==> config.mk <==
export PLATFORM = sky130hd
export DESIGN_NAME = disk_request_scheduler
export DESIGN_NICKNAME = d
export VERILOG_FILES = /design/src/hw/rtl/dsched_pkg.sv /design/src/hw/rtl/dsched_datapath.sv /design/src/hw/rtl/dsched_ctrl.sv /design/src/hw/rtl/disk_request_scheduler.sv
export SDC_FILE = /design/constraint.sdc
export NUM_CORES = 2
export LEC_CHECK = 0
export ABC_AREA = 0
export BUFFER_PORTS_ARGS = -buffer_cell sky130_fd_sc_hd__clkbuf_2
export CORE_MARGIN = 5
export CORE_UTILIZATION = 33
export CTS_CLUSTER_DIAMETER = 30
export DETAILED_ROUTE_END_ITERATION = 10
export PLACE_DENSITY_LB_ADDON = 0.15
export SLEW_MARGIN = 20
export SYNTH_ARGS = -nofsm -noshare
export SYNTH_HDL_FRONTEND = slang
export SYNTH_SLANG_ARGS = --single-unit
==> constraint.sdc <==
create_clock -name aclk -period 9.2 [get_ports aclk]
set_input_delay 0.92 -clock aclk [delete_from_list [all_inputs] [get_ports aclk]]
set_output_delay 0.92 -clock aclk [all_outputs]
set_load 0.02 [all_outputs]
==> src/hw/rtl/dsched_pkg.sv <==
// shared types and constants for the disk request scheduler
package dsched_pkg;

    localparam int QUEUE_DEPTH_DEF = 16;

    localparam logic [1:0] POL_FCFS = 2'd0;
    localparam logic [1:0] POL_SSTF = 2'd1;
    localparam logic [1:0] POL_LOOK = 2'd2;

    localparam logic CMD_ARRIVE = 1'b0;
    localparam logic CMD_DONE   = 1'b1;

    typedef struct packed {
        logic [15:0] id;
        logic [31:0] arrival;
        logic [15:0] cylinder;
        logic [31:0] address;
        logic [15:0] process;
    } req_t;

    typedef struct packed {
        logic        cmd;
        logic [15:0] new_id;
        logic [31:0] new_arrival;
        logic [15:0] new_cylinder;
        logic [31:0] new_address;
        logic [15:0] new_process;
        logic [15:0] head_cylinder;
        logic        scan_up;
    } in_beat_t;

    typedef struct packed {
        logic [15:0] out_id;
        logic [31:0] out_arrival;
        logic [15:0] out_cylinder;
        logic [31:0] out_address;
        logic [15:0] out_process;
        logic [4:0]  waiting_count;
        logic        dropped;
    } out_beat_t;

    // controller to datapath
    typedef struct packed {
        logic load;       // capture input beat
        logic arrive;     // perform arrival update
        logic scan_start; // clear best tracking
        logic scan_step;  // examine one entry
        logic take;       // move best entry into service
        logic shift_step; // compact one entry
        logic done_empty; // completion with empty queue
        logic finish;     // latch result
    } dp_cmd_t;

    // datapath to controller
    typedef struct packed {
        logic is_done;
        logic queue_empty;
        logic scan_last;
        logic shift_last;
    } dp_status_t;

endpackage

==> src/hw/rtl/dsched_datapath.sv <==
// queue storage, selection scan and compaction for the disk request scheduler
module dsched_datapath #(
    parameter int QUEUE_DEPTH = dsched_pkg::QUEUE_DEPTH_DEF,
    parameter int IW = $clog2(QUEUE_DEPTH),
    parameter int CW = $clog2(QUEUE_DEPTH + 1)
) (
    input  logic                   aclk,
    input  logic                   aresetn,
    input  dsched_pkg::in_beat_t   in_beat,
    input  logic [1:0]             policy,
    input  dsched_pkg::dp_cmd_t    cmd,
    output dsched_pkg::dp_status_t status,
    output dsched_pkg::out_beat_t  result
);

    dsched_pkg::req_t   mem [QUEUE_DEPTH];
    dsched_pkg::in_beat_t in_reg;
    dsched_pkg::req_t   serv_reg;
    dsched_pkg::out_beat_t res_reg;
    logic [CW-1:0]      count_reg;
    logic               drop_reg;
    logic [IW-1:0]      idx_reg;
    logic [IW-1:0]      best_reg;
    logic [15:0]        bd_reg;
    logic [31:0]        bts_reg;
    logic [1:0]         bgrp_reg;
    logic               found_reg;
    dsched_pkg::req_t   rd_reg;

    dsched_pkg::req_t   ent;
    logic [15:0]        c, h, d;
    logic               above, below, fwd, same;
    logic [1:0]         grp;
    logic               ok, better;
    logic [IW-1:0]      idx_next;

    always_ff @(posedge aclk) begin
        rd_reg <= mem[idx_reg];
    end

    always_comb begin
        ent   = rd_reg;
        c     = ent.cylinder;
        h     = in_reg.head_cylinder;
        above = c > h;
        below = c < h;
        same  = c == h;
        d     = above ? c - h : h - c;
        fwd   = in_reg.scan_up ? above : below;
        grp   = same ? 2'd0 : (fwd ? 2'd1 : 2'd2);
        if (policy == dsched_pkg::POL_LOOK) begin
            ok = !found_reg || grp < bgrp_reg ||
                 (grp == bgrp_reg && (d < bd_reg || (d == bd_reg && ent.arrival < bts_reg)));
        end else begin
            grp = 2'd0;
            ok  = !found_reg || d < bd_reg || (d == bd_reg && ent.arrival < bts_reg);
        end
        better = ok && (policy == dsched_pkg::POL_SSTF || policy == dsched_pkg::POL_LOOK);
        idx_next = idx_reg + 1'b1;
    end

    assign status.is_done     = in_reg.cmd == dsched_pkg::CMD_DONE;
    assign status.queue_empty = count_reg == '0;
    assign status.scan_last   = CW'(idx_reg) + 1'b1 >= count_reg;
    assign status.shift_last  = CW'(idx_reg) >= count_reg;
    assign result = res_reg;

    always_ff @(posedge aclk) begin
        if (cmd.load) in_reg <= in_beat;
        if (cmd.scan_start) begin
            idx_reg   <= '0;
            best_reg  <= '0;
            found_reg <= 1'b0;
        end
        if (cmd.scan_step) begin
            if (better) begin
                best_reg  <= idx_reg;
                bd_reg    <= d;
                bts_reg   <= ent.arrival;
                bgrp_reg  <= grp;
                found_reg <= 1'b1;
            end
            idx_reg <= idx_next;
        end
        if (cmd.take) begin
            serv_reg <= mem[best_reg];
            idx_reg  <= best_reg;
        end
        if (cmd.shift_step) begin
            mem[idx_reg] <= mem[idx_next];
            idx_reg      <= idx_next;
        end
        if (cmd.arrive && in_reg.new_id != '0 && serv_reg.id != '0 &&
            count_reg < CW'(QUEUE_DEPTH)) begin
            mem[count_reg[IW-1:0]] <= '{in_reg.new_id, in_reg.new_arrival,
                in_reg.new_cylinder, in_reg.new_address, in_reg.new_process};
        end
        if (cmd.finish) begin
            res_reg <= '{serv_reg.id, serv_reg.arrival, serv_reg.cylinder,
                serv_reg.address, serv_reg.process, 5'(count_reg), drop_reg};
        end
        if (!aresetn) begin
            serv_reg  <= '0;
            count_reg <= '0;
            drop_reg  <= 1'b0;
        end else begin
            if (cmd.load) drop_reg <= 1'b0;
            if (cmd.arrive && in_reg.new_id != '0) begin
                if (serv_reg.id == '0) begin
                    serv_reg <= '{in_reg.new_id, in_reg.new_arrival,
                        in_reg.new_cylinder, in_reg.new_address, in_reg.new_process};
                end else if (count_reg < CW'(QUEUE_DEPTH)) begin
                    count_reg <= count_reg + 1'b1;
                end else begin
                    drop_reg <= 1'b1;
                end
            end
            if (cmd.take) count_reg <= count_reg - 1'b1;
            if (cmd.done_empty) serv_reg <= '0;
        end
    end

`ifndef NO_ASSERTIONS
    a_count_range: assert property (@(posedge aclk) disable iff (!aresetn)
        count_reg <= CW'(QUEUE_DEPTH)) else $error("queue count overflow");
    a_take_nonempty: assert property (@(posedge aclk) disable iff (!aresetn)
        cmd.take |-> count_reg != '0) else $error("take from empty queue");
    a_best_in_range: assert property (@(posedge aclk) disable iff (!aresetn)
        cmd.take |-> CW'(best_reg) < count_reg) else $error("best index out of range");
`endif

endmodule

==> src/hw/rtl/dsched_ctrl.sv <==
// sequencing state machine for the disk request scheduler
module dsched_ctrl (
    input  logic                   aclk,
    input  logic                   aresetn,
    input  logic                   s_valid,
    output logic                   s_ready,
    output logic                   m_valid,
    input  logic                   m_ready,
    input  dsched_pkg::dp_status_t status,
    output dsched_pkg::dp_cmd_t    cmd
);

    localparam logic [2:0] ST_IDLE  = 3'd0;
    localparam logic [2:0] ST_DEC   = 3'd1;
    localparam logic [2:0] ST_SCAN  = 3'd2;
    localparam logic [2:0] ST_TAKE  = 3'd3;
    localparam logic [2:0] ST_SHIFT = 3'd4;
    localparam logic [2:0] ST_FIN   = 3'd5;
    localparam logic [2:0] ST_PRIME = 3'd6;

    logic [2:0] state_reg, state_next;
    logic       mv_reg, mv_next;

    assign s_ready = state_reg == ST_IDLE;
    assign m_valid = mv_reg;

    always_comb begin
        state_next = state_reg;
        mv_next    = mv_reg && !m_ready;
        cmd        = '0;
        unique case (state_reg)
            ST_IDLE: begin
                if (s_valid) begin
                    cmd.load   = 1'b1;
                    state_next = ST_DEC;
                end
            end
            ST_DEC: begin
                if (!status.is_done) begin
                    cmd.arrive = 1'b1;
                    state_next = ST_FIN;
                end else if (status.queue_empty) begin
                    cmd.done_empty = 1'b1;
                    state_next     = ST_FIN;
                end else begin
                    cmd.scan_start = 1'b1;
                    state_next     = ST_PRIME;
                end
            end
            ST_PRIME: state_next = ST_SCAN;
            ST_SCAN: begin
                cmd.scan_step = 1'b1;
                if (status.scan_last) state_next = ST_TAKE;
                else state_next = ST_PRIME;
            end
            ST_TAKE: begin
                cmd.take   = 1'b1;
                state_next = ST_SHIFT;
            end
            ST_SHIFT: begin
                // count already reduced: shift while idx below count
                if (status.shift_last) begin
                    state_next = ST_FIN;
                end else begin
                    cmd.shift_step = 1'b1;
                end
            end
            ST_FIN: begin
                if (!mv_reg || m_ready) begin
                    cmd.finish = 1'b1;
                    mv_next    = 1'b1;
                    state_next = ST_IDLE;
                end
            end
            default: state_next = ST_IDLE;
        endcase
    end

    always_ff @(posedge aclk) begin
        if (!aresetn) begin
            state_reg <= ST_IDLE;
            mv_reg    <= 1'b0;
        end else begin
            state_reg <= state_next;
            mv_reg    <= mv_next;
        end
    end

`ifndef NO_ASSERTIONS
    a_one_job: assert property (@(posedge aclk) disable iff (!aresetn)
        (s_valid && s_ready) |=> !s_ready) else $error("second beat accepted");
    a_finish_slot: assert property (@(posedge aclk) disable iff (!aresetn)
        cmd.finish |-> (!mv_reg || m_ready)) else $error("result overwritten");
    a_take_after_scan: assert property (@(posedge aclk) disable iff (!aresetn)
        cmd.take |-> $past(cmd.scan_step)) else $error("take without scan");
`endif

endmodule

==> src/hw/rtl/disk_request_scheduler.sv <==
// disk request scheduler: fcfs, shortest seek and look over a waiting queue
// arrival: from accept through decode and finish states to a registered result;
// completion: scans the queue entry by entry, takes the picked entry, then compacts
// the entries behind it through the queue memory port
// throughput: one beat at a time, as a new beat is accepted only in the idle state
// reset: aresetn synchronous low; clears service, queue count and drop flag, sets policy to fcfs
module disk_request_scheduler #(
    parameter int QUEUE_DEPTH = dsched_pkg::QUEUE_DEPTH_DEF
) (
    input  logic                  aclk,
    input  logic                  aresetn,
    input  logic                  s_valid,
    output logic                  s_ready,
    input  dsched_pkg::in_beat_t  s_data,
    output logic                  m_valid,
    input  logic                  m_ready,
    output dsched_pkg::out_beat_t m_data,
    input  logic                  cfg_we,
    input  logic [1:0]            cfg_wdata
);

    logic [1:0]             policy_reg;
    dsched_pkg::dp_cmd_t    cmd;
    dsched_pkg::dp_status_t status;

    always_ff @(posedge aclk) begin
        if (!aresetn) policy_reg <= dsched_pkg::POL_FCFS;
        else if (cfg_we) policy_reg <= cfg_wdata;
    end

    dsched_ctrl u_ctrl (
        .aclk, .aresetn, .s_valid, .s_ready, .m_valid, .m_ready,
        .status, .cmd
    );

    dsched_datapath #(.QUEUE_DEPTH(QUEUE_DEPTH)) u_dp (
        .aclk, .aresetn, .in_beat(s_data), .policy(policy_reg),
        .cmd, .status, .result(m_data)
    );

endmodule
==> impl_metrics.json <==
{
  "fin_crit_sh": 0.652,
  "crit_type": "reg -> reg",
  "grtUsageTotal": 0.204,
  "synth_top_family_by_area": "multiplexers",
  "drive_above_1_share": 0.320,
  "yosysUniqueCellTypes": 76,
  "power_mw": 51.8,
  "yosys_warnings": 0,
  "tightestPinTransition_ps": 1090,
  "p_switching_mw": 16.9,
  "cts_resized": 0,
  "r2r-start": "u_dp.h[9]",
  "drt_iter0_markers": 6007,
  "cell_internal_pwr_mw": 34.8,
  "synth_mux_area_frac": 0.248,
  "cp_data_arrival_time_ps": 6600,
  "cts_buffers": 564,
  "floorplan.initialDensity": 0.332,
  "final_common_cell": "edfxtp_1",
  "tns_ps": 0,
  "cp_max_fo": 39,
  "synth_edf_count": 2094,
  "syn_avg_cell_area_um2": 16.5,
  "cts.sinks": 2271,
  "area_growth_pct": 24.5,
  "startpoint_type": "flop",
  "finalClockSkew_ps": 58.0,
  "cts_tree": "done",
  "gr-total-overflow": 0,
  "outcome": "finished clean",
  "first_pass_iters": 7,
  "syn_inst": 6516,
  "drc_errors": 0,
  "slew_violations": 0,
  "multi_input_area_mm2": 0.0389,
  "nNetsFinal": 7256,
  "clkPwrFrac": 0.388,
  "viasPerCell": 5.63,
  "dieArea_mm2": 0.337,
  "ir_drop_v": 0.000351,
  "ys_seq_area_frac": 0.618,
  "grt_pass1_wl_um": 507000,
  "finalSetupViolations": 0,
  "pwr-share-seq": 0.318,
  "swShare": 0.327,
  "p_comb_frac": 0.294,
  "ys_ff_latch": 2271,
  "async_reset_ff_frac": 0,
  "cts_buffer_depth": 4,
  "detail_route.wl_per_cell_um": 29.9,
  "port_buffers": 256,
  "fill_cells": 29100,
  "hold_path_depth": 1,
  "hold_viol_final": 0,
  "core_area_mm2": 0.324,
  "seq_area_mm2": 0.0664,
  "fmax_ghz": 0.167,
  "rows": 209,
  "worstHoldStart": "s_data[25]",
  "clkTransAtPathRegs_ps": 50,
  "grt_max_degree": 135,
  "hold_class": "in -> reg",
  "synth-main-ff-cell": "edfxtp_1",
  "synth-adder-area-share": 0.0116,
  "root_buffer": "clkbuf_16",
  "ant_nets": 0,
  "rrSetupSlack_ps": 3200,
  "min_to": "u_dp.in_reg[25]",
  "leakagePower_nw": 44.7,
  "gp_congestion": 0.780,
  "hpwl_um": 185000,
  "layout_common_cells": "edfxtp_1, mux4_2, nand2_1, clkbuf_16, mux2i_1",
  "required_ps": 9800,
  "postCtsHoldBufs": 9,
  "htree_levels": 6,
  "ioPinCount": 257,
  "synth_nets": 6751,
  "yosys.area_share.simple": 0.0458,
  "rr_endpoint": "u_dp.bts_reg[8]",
  "syn_area_mm2": 0.108,
  "rsz0062_at_grt": "no",
  "layout_min_cycle_time_ps": 6000,
  "antenna_found_initial": 18,
  "grt_pass1_vias": 70100,
  "ff2ff_path_depth": 17,
  "maxCapViolCount": 0,
  "cts_setup_buffers": 0,
  "synth_xor_area_frac": 0.00154,
  "die_y_um": 581,
  "fp.dieW_um": 581,
  "end_kind": "flop",
  "vias": 66600,
  "pwr_density_cell_mw_per_mm2": 387,
  "largest_reg_flops": 1792,
  "routed_wl_um": 354000,
  "synth_compound_area_frac": 0.0530,
  "slew_headroom": 0.265,
  "insertion_delay_ps": 1010,
  "startpoint": "u_dp.h[9]"
}
through the flow:
stage,std cells,hold slack (ps),setup slack (ps),instance area (um^2),util
after CTS,11800,0.137,3100,134000,0.413
after detailed placement,10800,414,3090,114000,0.352
after global placement,10800,419,3100,114000,0.352
after floorplan,6516,400,953,108000,-
after global routing,11800,42.2,2830,134000,0.413
final,11800,100,3200,134000,0.413
power groups by stage:
stage | sequential, mW | combinational (mW) | clock [mW]
global route | 16.6 | 16.7 | 21.0
global placement | 16.6 | 15.3 | 0
detailed placement | 16.7 | 15.4 | 0
finish | 16.5 | 15.2 | 20.1
floorplan | 16.4 | 10.2 | 0
CTS | 16.5 | 15.5 | 20.4
layout make-up:
type	count	share of cell area
clock buffers	664	0.111
well taps	4325	0.0404
flip-flops and latches	2271	0.496
diodes	6	0.000112
multi-input cells	3650	0.291
repair buffers	425	0.0230
inverters	109	0.00316
clock inverters	380	0.0353
cell usage after synthesis (103+ instances only):
| cell type | count | share of area |
|---|---|---|
| mux2i_1 | 404 | 0.038 |
| nand3_1 | 125 | 0.0058 |
| edfxtp_1 | 2094 | 0.58 |
| o21ai_0 | 230 | 0.011 |
| nor2_1 | 202 | 0.0070 |
| buf_2 | 108 | 0.0050 |
| a21oi_1 | 151 | 0.0070 |
| o21ai_1 | 155 | 0.0072 |
| inv_1 | 103 | 0.0036 |
| mux4_2 | 993 | 0.21 |
| a22oi_1 | 135 | 0.0094 |
| dfxtp_1 | 177 | 0.033 |
| clkbuf_1 | 275 | 0.0096 |
| nand2_1 | 775 | 0.027 |
worst max path at each step:
stage,to,cells after the start
3_5_place_dp,u_dp.bts_reg[25],17
6_report,u_dp.bts_reg[8],17
5_1_grt,u_dp.best_reg[3],18
4_1_cts,u_dp.bts_reg[8],17
3_3_place_gp,u_dp.bts_reg[25],17
2_1_floorplan,u_dp.mem[2][0],13
cells by family after synthesis:
kind of cell / count (synthesis)
xor+xnor: 18
simple gates: 1197
mux: 1423
flops: 2271
fa+ha+maj: 98
compound gates: 914
buf+inv: 595
metal layers:
metal	wire length (um)	part of all wire	GRT usage
met5	0	0	0
met4	9490	0.027	0.0633
met3	22100	0.062	0.0332
met2	171000	0.48	0.336
met1	151000	0.43	0.278
worst max-delay path, cell delays in order, from the launching register on:
cell      delay, ps
edfxtp_1        350
inv_1            50
ha_1            530
nand4_2         280
nor4_4          530
a21oi_2          70
buf_4           250
o32a_2          450
xor2_1          250
ha_1            300
a21o_1          190
a21o_1          170
a211oi_1        220
o21bai_1        100
a21o_1          180
a221o_1         370
a31oi_4         610
buf_4           670
Power figures use the tool's default switching activity.
